File: config.mk
export PLATFORM = sky130hd
export DESIGN_NAME = shortest_job_first_scheduler_top_flat
export DESIGN_NICKNAME = d
export VERILOG_FILES = /design/src/design/sjf_pkg.sv /design/src/design/sjf_if.sv /design/src/design/shortest_job_first_scheduler_top.sv /design/src/design/sjf_cell.sv /design/src/flat_wrapper.sv
export VERILOG_INCLUDE_DIRS = /design/src /design/src/design
export SDC_FILE = /design/constraint.sdc
export NUM_CORES = 2
export LEC_CHECK = 0
export BUFFER_PORTS_ARGS = -buffer_cell sky130_fd_sc_hd__buf_2
export CELL_PAD_IN_SITES_DETAIL_PLACEMENT = 0
export CELL_PAD_IN_SITES_GLOBAL_PLACEMENT = 1
export CORE_MARGIN = 8
export CORE_UTILIZATION = 31
export DETAILED_ROUTE_END_ITERATION = 12
export HOLD_SLACK_MARGIN = 0.08
export PLACE_DENSITY_LB_ADDON = 0.1
export REMOVE_ABC_BUFFERS = 1
export SLEW_MARGIN = 5
export SYNTH_ARGS = -nofsm -noshare
export SYNTH_HDL_FRONTEND = slang
export SYNTH_HIERARCHICAL = 1
export SYNTH_SLANG_ARGS = --single-unit
export TNS_END_PERCENT = 100
File: constraint.sdc
create_clock -name clk_i -period 6.3 [get_ports clk_i]
set_clock_uncertainty 0.2 [all_clocks]
set_input_delay 0.315 -clock clk_i [delete_from_list [all_inputs] [get_ports clk_i]]
set_output_delay 0.315 -clock clk_i [all_outputs]
set_load 0.005 [all_outputs]
File: src/design/assert_macros.svh
// assertion macros for the design files, used by the scheduler top
// no dependencies
`ifndef ASSERT_MACROS_SVH
`define ASSERT_MACROS_SVH

// antecedent in a cycle implies consequent in the same cycle
`define SJF_ASSERT_IMP(label, clk, rst_n, a, b) \
  label: assert property (@(posedge clk) disable iff (!rst_n) (a) |-> (b)) \
    else $error("assertion failed");

// condition holds in every cycle out of reset
`define SJF_ASSERT_ALWAYS(label, clk, rst_n, a) \
  label: assert property (@(posedge clk) disable iff (!rst_n) (a)) \
    else $error("assertion failed");

`endif

File: src/design/sjf_pkg.sv
// types and constants for the shortest-job-first scheduler
// no dependencies
package sjf_pkg;

  localparam int unsigned TIME_W = 21;
  localparam int unsigned VAL_W  = 16;
  localparam int unsigned OIDX_W = 4;

  // best candidate seen so far, handed from cell to cell
  typedef struct packed {
    logic              found;
    logic              arrived;
    logic [VAL_W-1:0]  arr;
    logic [VAL_W-1:0]  run;
  } sjf_cand_t;

  // broadcast control from the sequencer to every cell
  typedef struct packed {
    logic              wr;
    logic              mark;
    logic              clear;
    logic [TIME_W-1:0] now;
    logic [VAL_W-1:0]  arr;
    logic [VAL_W-1:0]  run;
  } sjf_ctrl_t;

endpackage

File: src/design/sjf_if.sv
// valid/ready channel interfaces for job input and schedule output
// depends on sjf_pkg
interface sjf_in_if;
  logic                      valid;
  logic                      ready;
  logic [sjf_pkg::VAL_W-1:0] arrival_time;
  logic [sjf_pkg::VAL_W-1:0] run_time;
  logic                      last_job;
  modport source (output valid, arrival_time, run_time, last_job, input ready);
  modport sink   (input valid, arrival_time, run_time, last_job, output ready);
endinterface

interface sjf_out_if;
  logic                       valid;
  logic                       ready;
  logic [sjf_pkg::OIDX_W-1:0] job_index;
  logic [sjf_pkg::TIME_W-1:0] start_time;
  logic                       final_result;
  logic                       overflowed;
  modport source (output valid, job_index, start_time, final_result, overflowed,
                  input ready);
  modport sink   (input valid, job_index, start_time, final_result, overflowed,
                  output ready);
endinterface

File: src/design/shortest_job_first_scheduler_top.sv
// channel   dir  payload                                            transfer
// in_i      in   arrival_time, run_time, last_job                   valid & ready
// out_o     out  job_index, start_time, final_result, overflowed    valid & ready
//
// jobs load in one cycle each; the item with last_job starts scheduling
// each result needs one pass of a token down the chain of MAX_JOBS cells plus launch and emit
// no input is taken while a set is being scheduled; output stalls hold the sequencer
// asynchronous active-low reset empties the set; job storage has no reset
// depends on sjf_pkg, sjf_if, sjf_cell and assert_macros.svh
`include "assert_macros.svh"
module shortest_job_first_scheduler_top #(
  parameter int unsigned MAX_JOBS = 16
) (
  input  logic clk_i,
  input  logic rst_ni,
  sjf_in_if.sink    in_i,
  sjf_out_if.source out_o
);
  import sjf_pkg::*;

  localparam int unsigned IW = (MAX_JOBS > 1) ? $clog2(MAX_JOBS) : 1;
  localparam int unsigned CW = $clog2(MAX_JOBS + 1);

  typedef enum logic [1:0] {S_LOAD, S_SCAN, S_EMIT} state_e;

  state_e            state_q;
  logic [CW-1:0]     count_q, round_q;
  logic              ovf_q, launch_q;
  logic [TIME_W-1:0] time_q;
  sjf_cand_t         best_q;
  logic [IW-1:0]     best_idx_q;

  logic              out_vld_q, out_fin_q, out_ovf_q;
  logic [IW-1:0]     out_idx_q;
  logic [TIME_W-1:0] out_start_q;

  sjf_ctrl_t         ctrl;
  logic              in_xfer, emit, last_round;
  logic [TIME_W-1:0] start;
  logic [TIME_W:0]   sum;
  logic [TIME_W-1:0] next_time;

  logic      [MAX_JOBS:0] vld_chain;
  sjf_cand_t              cand_chain [MAX_JOBS+1];
  logic [IW-1:0]          idx_chain  [MAX_JOBS+1];

  // handshakes and start-time arithmetic
  assign in_i.ready = (state_q == S_LOAD);
  assign in_xfer    = in_i.valid && in_i.ready;
  assign emit       = (state_q == S_EMIT) && (!out_vld_q || out_o.ready);
  assign last_round = (round_q == count_q - CW'(1));
  assign start      = (time_q < {{(TIME_W-VAL_W){1'b0}}, best_q.arr}) ?
                      {{(TIME_W-VAL_W){1'b0}}, best_q.arr} : time_q;
  assign sum        = {1'b0, start} + {{(TIME_W+1-VAL_W){1'b0}}, best_q.run};
  assign next_time  = sum[TIME_W] ? {TIME_W{1'b1}} : sum[TIME_W-1:0];

  // broadcast control
  always_comb begin
    ctrl.wr    = in_xfer && (count_q < CW'(MAX_JOBS));
    ctrl.mark  = emit;
    ctrl.clear = emit && last_round;
    ctrl.now   = time_q;
    ctrl.arr   = in_i.arrival_time;
    ctrl.run   = in_i.run_time;
  end

  // chain head: empty candidate following the launch token
  assign vld_chain[0]  = launch_q;
  assign cand_chain[0] = '0;
  assign idx_chain[0]  = '0;

  for (genvar k = 0; k < MAX_JOBS; k++) begin : g_cell
    sjf_cell #(.IDX(k), .IW(IW), .CW(CW)) u_cell (
      .clk_i      (clk_i),
      .rst_ni     (rst_ni),
      .ctrl_i     (ctrl),
      .wr_idx_i   (count_q[IW-1:0]),
      .mark_idx_i (best_idx_q),
      .count_i    (count_q),
      .vld_i      (vld_chain[k]),
      .cand_i     (cand_chain[k]),
      .idx_i      (idx_chain[k]),
      .vld_o      (vld_chain[k+1]),
      .cand_o     (cand_chain[k+1]),
      .idx_o      (idx_chain[k+1])
    );
  end

  // sequencer and output register
  always_ff @(posedge clk_i or negedge rst_ni) begin
    if (!rst_ni) begin
      state_q    <= S_LOAD;
      count_q    <= '0;
      round_q    <= '0;
      ovf_q      <= 1'b0;
      launch_q   <= 1'b0;
      time_q     <= '0;
      out_vld_q  <= 1'b0;
    end else begin
      launch_q <= (in_xfer && in_i.last_job) || (emit && !last_round);
      if (emit) begin
        out_vld_q <= 1'b1;
      end else if (out_o.ready) begin
        out_vld_q <= 1'b0;
      end
      case (state_q)
        S_LOAD: begin
          if (in_xfer) begin
            if (count_q < CW'(MAX_JOBS)) begin
              count_q <= count_q + CW'(1);
            end else begin
              ovf_q <= 1'b1;
            end
            if (in_i.last_job) begin
              state_q  <= S_SCAN;
              round_q  <= '0;
              time_q   <= '0;
            end
          end
        end
        S_SCAN: begin
          if (vld_chain[MAX_JOBS]) begin
            state_q <= S_EMIT;
          end
        end
        S_EMIT: begin
          if (emit) begin
            if (last_round) begin
              state_q <= S_LOAD;
              count_q <= '0;
              ovf_q   <= 1'b0;
              time_q  <= '0;
            end else begin
              state_q  <= S_SCAN;
              round_q  <= round_q + CW'(1);
              time_q   <= next_time;
            end
          end
        end
        default: state_q <= S_LOAD;
      endcase
    end
  end

  // payload registers
  always_ff @(posedge clk_i) begin
    if (state_q == S_SCAN && vld_chain[MAX_JOBS]) begin
      best_q     <= cand_chain[MAX_JOBS];
      best_idx_q <= idx_chain[MAX_JOBS];
    end
    if (emit) begin
      out_idx_q   <= best_idx_q;
      out_start_q <= start;
      out_fin_q   <= last_round;
      out_ovf_q   <= ovf_q;
    end
  end

  assign out_o.valid        = out_vld_q;
  assign out_o.job_index    = OIDX_W'(out_idx_q);
  assign out_o.start_time   = out_start_q;
  assign out_o.final_result = out_fin_q;
  assign out_o.overflowed   = out_ovf_q;

  // checks
  `SJF_ASSERT_IMP(a_launch_scan, clk_i, rst_ni, launch_q, state_q == S_SCAN)
  `SJF_ASSERT_IMP(a_token_scan, clk_i, rst_ni, vld_chain[MAX_JOBS], state_q == S_SCAN)
  `SJF_ASSERT_ALWAYS(a_one_token, clk_i, rst_ni, $onehot0(vld_chain))
  `SJF_ASSERT_ALWAYS(a_count_cap, clk_i, rst_ni, count_q <= CW'(MAX_JOBS))

endmodule

File: src/design/sjf_cell.sv
// one job slot of the scan chain: holds a job and folds it into the passing candidate
// depends on sjf_pkg
module sjf_cell #(
  parameter int unsigned IDX = 0,
  parameter int unsigned IW  = 4,
  parameter int unsigned CW  = 5
) (
  input  logic               clk_i,
  input  logic               rst_ni,
  input  sjf_pkg::sjf_ctrl_t ctrl_i,
  input  logic [IW-1:0]      wr_idx_i,
  input  logic [IW-1:0]      mark_idx_i,
  input  logic [CW-1:0]      count_i,
  input  logic               vld_i,
  input  sjf_pkg::sjf_cand_t cand_i,
  input  logic [IW-1:0]      idx_i,
  output logic               vld_o,
  output sjf_pkg::sjf_cand_t cand_o,
  output logic [IW-1:0]      idx_o
);
  import sjf_pkg::*;

  logic [VAL_W-1:0] arr_q, run_q;
  logic             fin_q;
  logic             elig, arrived, take;
  sjf_cand_t        cand_d, mine;
  logic [IW-1:0]    idx_d;

  // job storage
  always_ff @(posedge clk_i) begin
    if (ctrl_i.wr && wr_idx_i == IW'(IDX)) begin
      arr_q <= ctrl_i.arr;
      run_q <= ctrl_i.run;
    end
  end

  // finished mark
  always_ff @(posedge clk_i or negedge rst_ni) begin
    if (!rst_ni) begin
      fin_q <= 1'b0;
    end else if (ctrl_i.clear) begin
      fin_q <= 1'b0;
    end else if (ctrl_i.wr && wr_idx_i == IW'(IDX)) begin
      fin_q <= 1'b0;
    end else if (ctrl_i.mark && mark_idx_i == IW'(IDX)) begin
      fin_q <= 1'b1;
    end
  end

  // compare own job against the incoming candidate
  always_comb begin
    elig    = (CW'(IDX) < count_i) && !fin_q;
    arrived = {{(TIME_W-VAL_W){1'b0}}, arr_q} <= ctrl_i.now;
    mine    = '{found: 1'b1, arrived: arrived, arr: arr_q, run: run_q};
    take    = 1'b0;
    if (elig) begin
      if (!cand_i.found) begin
        take = 1'b1;
      end else if (arrived != cand_i.arrived) begin
        take = arrived;
      end else if (arrived) begin
        take = run_q < cand_i.run;
      end else begin
        take = (arr_q < cand_i.arr) || (arr_q == cand_i.arr && run_q < cand_i.run);
      end
    end
    cand_d = take ? mine : cand_i;
    idx_d  = take ? IW'(IDX) : idx_i;
  end

  // hand on to the neighbour
  always_ff @(posedge clk_i or negedge rst_ni) begin
    if (!rst_ni) begin
      vld_o <= 1'b0;
    end else begin
      vld_o <= vld_i;
    end
  end

  always_ff @(posedge clk_i) begin
    cand_o <= cand_d;
    idx_o  <= idx_d;
  end

endmodule

File: src/flat_wrapper.sv
// flat-port wrapper written by rule: the top's interface ports become plain ports
module shortest_job_first_scheduler_top_flat import sjf_pkg::*;
#(
  parameter int unsigned MAX_JOBS = 16
)
  (clk_i, rst_ni, in_i_valid, in_i_arrival_time, in_i_run_time, in_i_last_job, in_i_ready, out_o_valid, out_o_job_index, out_o_start_time, out_o_final_result, out_o_overflowed, out_o_ready);
  sjf_in_if in_i_i ();
  sjf_out_if out_o_i ();
  input  logic clk_i;
  input  logic rst_ni;
  input wire logic [$bits(in_i_i.valid)-1:0] in_i_valid;
  input wire logic [$bits(in_i_i.arrival_time)-1:0] in_i_arrival_time;
  input wire logic [$bits(in_i_i.run_time)-1:0] in_i_run_time;
  input wire logic [$bits(in_i_i.last_job)-1:0] in_i_last_job;
  output wire logic [$bits(in_i_i.ready)-1:0] in_i_ready;
  output wire logic [$bits(out_o_i.valid)-1:0] out_o_valid;
  output wire logic [$bits(out_o_i.job_index)-1:0] out_o_job_index;
  output wire logic [$bits(out_o_i.start_time)-1:0] out_o_start_time;
  output wire logic [$bits(out_o_i.final_result)-1:0] out_o_final_result;
  output wire logic [$bits(out_o_i.overflowed)-1:0] out_o_overflowed;
  input wire logic [$bits(out_o_i.ready)-1:0] out_o_ready;
  assign in_i_i.valid = in_i_valid;
  assign in_i_i.arrival_time = in_i_arrival_time;
  assign in_i_i.run_time = in_i_run_time;
  assign in_i_i.last_job = in_i_last_job;
  assign in_i_ready = in_i_i.ready;
  assign out_o_valid = out_o_i.valid;
  assign out_o_job_index = out_o_i.job_index;
  assign out_o_start_time = out_o_i.start_time;
  assign out_o_final_result = out_o_i.final_result;
  assign out_o_overflowed = out_o_i.overflowed;
  assign out_o_i.ready = out_o_ready;
  shortest_job_first_scheduler_top #(.MAX_JOBS(MAX_JOBS)) u_core (.clk_i(clk_i), .rst_ni(rst_ni), .in_i(in_i_i), .out_o(out_o_i));
endmodule
# After elaboration in Yosys (flattened, before gate mapping)
# Index checks and enable logic that the tools add are counted.
# Widths: inputs -> output; s select.
[classes]
n_addsub = 4
multipliers = 0
div = 0
n_lt_le_gt_ge = 64
eq_ne = 71
n_shift = 0
n_mux = 156
bitwise = 0
reduce_logical = 131
[ops]
columns = ["cell", "n"]
rows = [
  ["$lt 16x16->1", 30],
  ["$mux 33", 14],
  ["$le 16x21->1", 16],
  ["$eq 16x16->1", 15],
  ["$mux 21", 6],
  ["$mux 1", 117],
  ["$logic_and 1x1->1", 70],
  ["$eq 4x4->1 const B", 16],
  ["$reduce_bool 3->1", 16],
  ["$pmux 21 s2", 1],
  ["$lt 4x5->1 const A", 8],
  ["$mux 5", 8],
  ["$mux 34", 1],
  ["$eq 4x3->1 const B", 8],
  ["$mux 32", 1],
  ["$add 21x16->22", 1],
  ["$lt 21x16->1", 1],
  ["$lt 3x5->1 const A", 4],
  ["$pmux 5 s2", 2],
  ["$logic_not 1->1", 18],
  ["$logic_or 1x1->1", 17],
  ["$eq 4x2->1 const B", 4],
  ["$ne 1x1->1", 15],
  ["$reduce_and 5->1", 3],
  ["18 further kinds", 34],
]
[totals]
regBits = 1234
latch_bits = 0
ramBits = 0
mem_bits_ro = 0
out_inout_bits = 29
elab_cells = 581
mem_count = 0

# Longest topological paths before layout
[logic_depth]
ltp_word = 8
mapped_depth = 17
ltp_nobuf = 16

# Cells and area by module
# The synthesis kept the hierarchy.
[modules_own_cells]
columns = ["module", "n_inst", "cells_per_inst", "area_per_inst_um2", "seq_area_each_um2"]
rows = [
  ["shortest_job_first_scheduler_top", 1, 428, 5056.1, 2792.7],
  ["sjf_cell at u_core.g_cell[0].u_cell", 1, 425, 4246.6, 1771.7],
  ["sjf_cell at u_core.g_cell[9].u_cell", 1, 377, 3873.7, 1771.7],
  ["sjf_cell at u_core.g_cell[15].u_cell", 1, 376, 3870.0, 1771.7],
  ["sjf_cell at u_core.g_cell[13].u_cell", 1, 376, 3868.7, 1771.7],
  ["sjf_cell at u_core.g_cell[10].u_cell", 1, 300, 3673.5, 1771.7],
  ["sjf_cell at u_core.g_cell[2].u_cell", 1, 298, 3638.5, 1771.7],
  ["sjf_cell at u_core.g_cell[11].u_cell", 1, 301, 3612.2, 1771.7],
  ["sjf_cell at u_core.g_cell[6].u_cell", 1, 299, 3608.5, 1771.7],
  ["sjf_cell at u_core.g_cell[1].u_cell", 1, 292, 3607.2, 1771.7],
  ["sjf_cell at u_core.g_cell[14].u_cell", 1, 299, 3598.5, 1771.7],
  ["sjf_cell at u_core.g_cell[4].u_cell", 1, 300, 3595.9, 1771.7],
  ["sjf_cell at u_core.g_cell[5].u_cell", 1, 297, 3530.9, 1771.7],
  ["sjf_cell at u_core.g_cell[3].u_cell", 1, 297, 3527.1, 1771.7],
  ["3 more rows", "--", "--", "--", "--"],
]

# Worst setup path before layout
# Ideal clock, no wire load.
[synth_path]
kind = "flip-flop to flip-flop"
start = "register u_core.state_q[1]"
end = "register u_core.g_cell[11].u_cell.arr_q[0], enable pin"
t_arrival_ns = 4.727
required_ns = 5.594
slack_ns = 0.866
stages_incl_launch_ff = 6
n_path_buf = 0
synth_period_minus_slack_ns = 5.434
cell_sequence = "dfrtp_1 nor2_1 nand2_1 nor2_1 nand2_1 nor4bb_1"
[synth_lines]
columns = ["element", "line", "source"]
rows = [
  ["start, declared", "shortest_job_first_scheduler_top.sv:26", "state_e state_q;"],
  ["start signal, assigned", "shortest_job_first_scheduler_top.sv:92", "state_q <= S_LOAD;"],
  ["start signal, assigned", "shortest_job_first_scheduler_top.sv:115", "state_q <= S_SCAN;"],
  ["start signal, assigned", "shortest_job_first_scheduler_top.sv:123", "state_q <= S_EMIT;"],
  ["end signal, assigned", "sjf_cell.sv:32", "arr_q <= ctrl_i.arr;"],
  ["end, declared", "sjf_cell.sv:23", "logic [VAL_W-1:0] arr_q, run_q;"],
]

# Worst setup path in the final report
[layout_path]
start = "register u_core/best_q[31] (netlist bit)"
end = "register u_core.time_q[11]"
[layout_via]
elab_chain_len = 7
[layout_lines]
columns = ["element", "line", "source"]
rows = [
  ["start, declared", "shortest_job_first_scheduler_top.sv:30", "sjf_cand_t best_q;"],
  ["start signal, assigned", "shortest_job_first_scheduler_top.sv:148", "best_q <= cand_chain[MAX_JOBS];"],
  ["$lt 21x16->1", "shortest_job_first_scheduler_top.sv:52", "assign start = (time_q < {{(TIME_W-VAL_W){1'b0}}, best_q.arr}) ?"],
  ["$mux 21", "shortest_job_first_scheduler_top.sv:52", ""],
  ["named net u_core.start[2]", "shortest_job_first_scheduler_top.sv:39", "logic [TIME_W-1:0] start;"],
  ["$add 21x16->22", "shortest_job_first_scheduler_top.sv:54", "assign sum = {1'b0, start} + {{(TIME_W+1-VAL_W){1'b0}}, best_q.run};"],
  ["$mux 21", "shortest_job_first_scheduler_top.sv:55", "assign next_time = sum[TIME_W] ? {TIME_W{1'b1}} : sum[TIME_W-1:0];"],
  ["$mux 21", "shortest_job_first_scheduler_top.sv:128", "if (last_round) begin"],
  ["$mux 21", "shortest_job_first_scheduler_top.sv:127", "if (emit) begin"],
  ["$pmux 21 s2", "shortest_job_first_scheduler_top.sv:106", "case (state_q)"],
  ["end signal, assigned", "shortest_job_first_scheduler_top.sv:136", "time_q <= next_time;"],
  ["end, declared", "shortest_job_first_scheduler_top.sv:29", "logic [TIME_W-1:0] time_q;"],
]
# The timed path passes the listed nets, and every way through them passes these cells. The select of a mux whose other input is x is not followed.
# A chain may end at the register's enable or synchronous reset.

==> flow_summary.yaml <==
status:
  status: "completed"
placement:
  dpl.hpwl_um: 142500
  gp_congestion: 0.8037
  placed_cells: 8308
  dp_slack_ns: 0.9985
  io_buffers: 65
clock_tree:
  cts_buffer_depth: 3
  cts-root-buf: "clkbuf_16"
  clk_pin_slew_ns: 0.06
  htreeDepth: 4
  cts_resized: 0
  clkLatencyLatePin_ns: 0.80
  cts_tree: "yes"
  hold_buffers: 39
  cts.sinks: 1249
  cts_buffers: 155
  postCtsSetupRepairBufs: 0
global_route:
  grt_remaining_overflow: 0
  grt_pass1_wl_um: 297500
  antenna_found_initial: 9
  grt_max_degree: 49
  grt_pass1_vias: 42700
  grt.total_usage: 0.1803
floorplan:
  pin_count: 66
  die_area_um2: 220300
  initial_core_util: 0.3117
  coreArea_um2: 204400
  die_w_um: 469.3
  row_count: 166
  die_h_um: 469.3
yosys:
  synthesis.instances: 5537
  syn-mean-instance-area_um2: 11.51
  syn_area_um2: 63710
  yosysWarningCount: 6
finish:
  final_cell_mix: "inv_1, ha_1, dfxtp_1"
  final_common_cell: "inv_1"
  drive_gt1_frac: 0.1559
  final_cell_count_no_fill: 8648
  nets: 6640
  area_growth_pct: 14.92
timing:
  hold_viol: 0
  grt_setup_unrepaired: "no"
  maxSlewViolCount: 0
  post-route-period-util: 0.8306
  slew_headroom: 0.1831
  setup_tns_ns: 0
  fin_crit_ns: 5.233
  clock.fmax_mhz: 191.1
  finalSetupViolCount: 0
  tightest_slew_ns: 1.222
  fin_ws_ns: 1.067
power_and_ir_drop:
  peakVddDrop_mv: 0.3263
  pwr-share-clk: 0.242
  internal_power_mw: 23.61
  switching_power_mw: 14.63
  combPwrFrac: 0.424
  p_sw_frac: 0.3825
  power_mw: 38.24
  p_leak_nw: 31.03
  seq_power_share: 0.334
  powerDensity_nw_per_um2: 522.3
worst_setup_path:
  cpPeakStageDelay_ns: 0.61
  reg2reg_from: "u_core/best_q[31]"
  path_class: "reg2reg"
  crit_path_end_kind: "flip-flop"
  crit_top_cell: "o21ai_0"
  ff2ff_path_depth: 14
  r2r_slack_ns: 1.07
  cp-start-kind: "flip-flop"
  r2r-end: "u_core/time_q[11]"
  critPathSlowestCell: "a21oi_2"
  cp_max_fo: 19
  critPathRequiredTime_ns: 6.79
  cp.arrival_ns: 5.72
  crit_buf_inv: 1
  crit_family: "compound AO/OA/AOI/OAI gates"
  cp_cell_sequence: "inv_1 > ha_1 > or4_1 > nor3_1 > o21ai_0 > a21oi_2 > mux2_2 > ha_1 > o21ai_0 > nor4b_1 > o21ai_0 > a21oi_1 > o2111ai_4 > o211ai_1"
routing:
  dr.first_iter.drc_count: 2220
  ant_nets: 0
  vias: 41920
  drc: 0
  totalWireLength_um: 204200
  dr.pass1.iters: 7
  viasPerCell: 4.848
  avgRoutedWirePerCell_um: 23.62
hold_path:
  hold_end: "u_core/g_cell[15].u_cell/vld_o"
  whs_path_depth: 0
  hp-class: "reg2reg"
  hold_start: "u_core/g_cell[14].u_cell/vld_o"
run:
  max-cap-violations: 0
final cells by class:
cell class	instances	area [um2]
timing repair buffer	181	1306
antenna	9	22.52
sequential	1249	31100
fill	20270	131200
inverter	799	2999
multi-input combinational	3430	29060
tap	2688	3363
clock buffer	226	4628
clock inverter	66	728.2
worst reg2reg max path, stage by stage, from the launching register on:
cell and delay, ns:
edfxtp_1 0.34, inv_1 0.05, ha_1 0.19, or4_1 0.40, nor3_1 0.20, o21ai_0 0.22, a21oi_2 0.61, mux2_2 0.43
ha_1 0.36, o21ai_0 0.16, nor4b_1 0.51, o21ai_0 0.29, a21oi_1 0.46, o2111ai_4 0.47, o211ai_1 0.26
per-layer routing:
layer | global-route usage | part of all wire
met1 | 0.2279 | 0.44
met2 | 0.3252 | 0.51
met3 | 0.02341 | 0.030
met4 | 0.04427 | 0.021
met5 | 0 | 0
per-stage QoR:
step                utilization  instance area [um2]  hold slack (ns)
detailed placement       0.3299                67430          0.09789
global route             0.3581                73190           0.1494
floorplan                     -                62970          -0.1806
CTS                      0.3581                73190           0.1061
finish                   0.3582                73210           0.1452
global placement         0.3299                67430          0.08888
registers in the layout, summed over array words and instances (netlist names), 21 cells and up:
| signal | flops |
|---|---|
| u_core/best_q | 32 |
| u_core/out_o.start_time | 21 |
| u_core/g_cell.u_cell/arr_q | 256 |
| u_core/g_cell.u_cell/idx_o | 64 |
| u_core/g_cell.u_cell/cand_o | 542 |
| u_core/time_q | 21 |
| u_core/g_cell.u_cell/run_q | 256 |
worst max path at each step:
stage	start	to	slack (ns)	cells after the start
floorplan	u_core/state_q[1]	u_core/g_cell[11].u_cell/arr_q[0]	0.87	5
global placement	u_core/best_q[31]	u_core/time_q[9]	1.00	14
detailed placement	u_core/best_q[31]	u_core/time_q[11]	1.0	14
CTS	u_core/best_q[31]	u_core/time_q[11]	0.96	14
global route	u_core/best_q[31]	u_core/time_q[11]	0.57	14
finish	u_core/best_q[31]	u_core/time_q[11]	1.07	14
power groups by stage:
stage	Sequential [mW]	Combinational, mW	Clock [mW]
after global placement	13.1	16.3	0
after detailed placement	13.0	16.4	0
after CTS	12.9	16.5	9.58
after global routing	13.1	18.1	9.87
after floorplan	12.2	11.3	0
final	12.8	16.2	9.24
No activity file was read; power rests on OpenSTA's default activity.
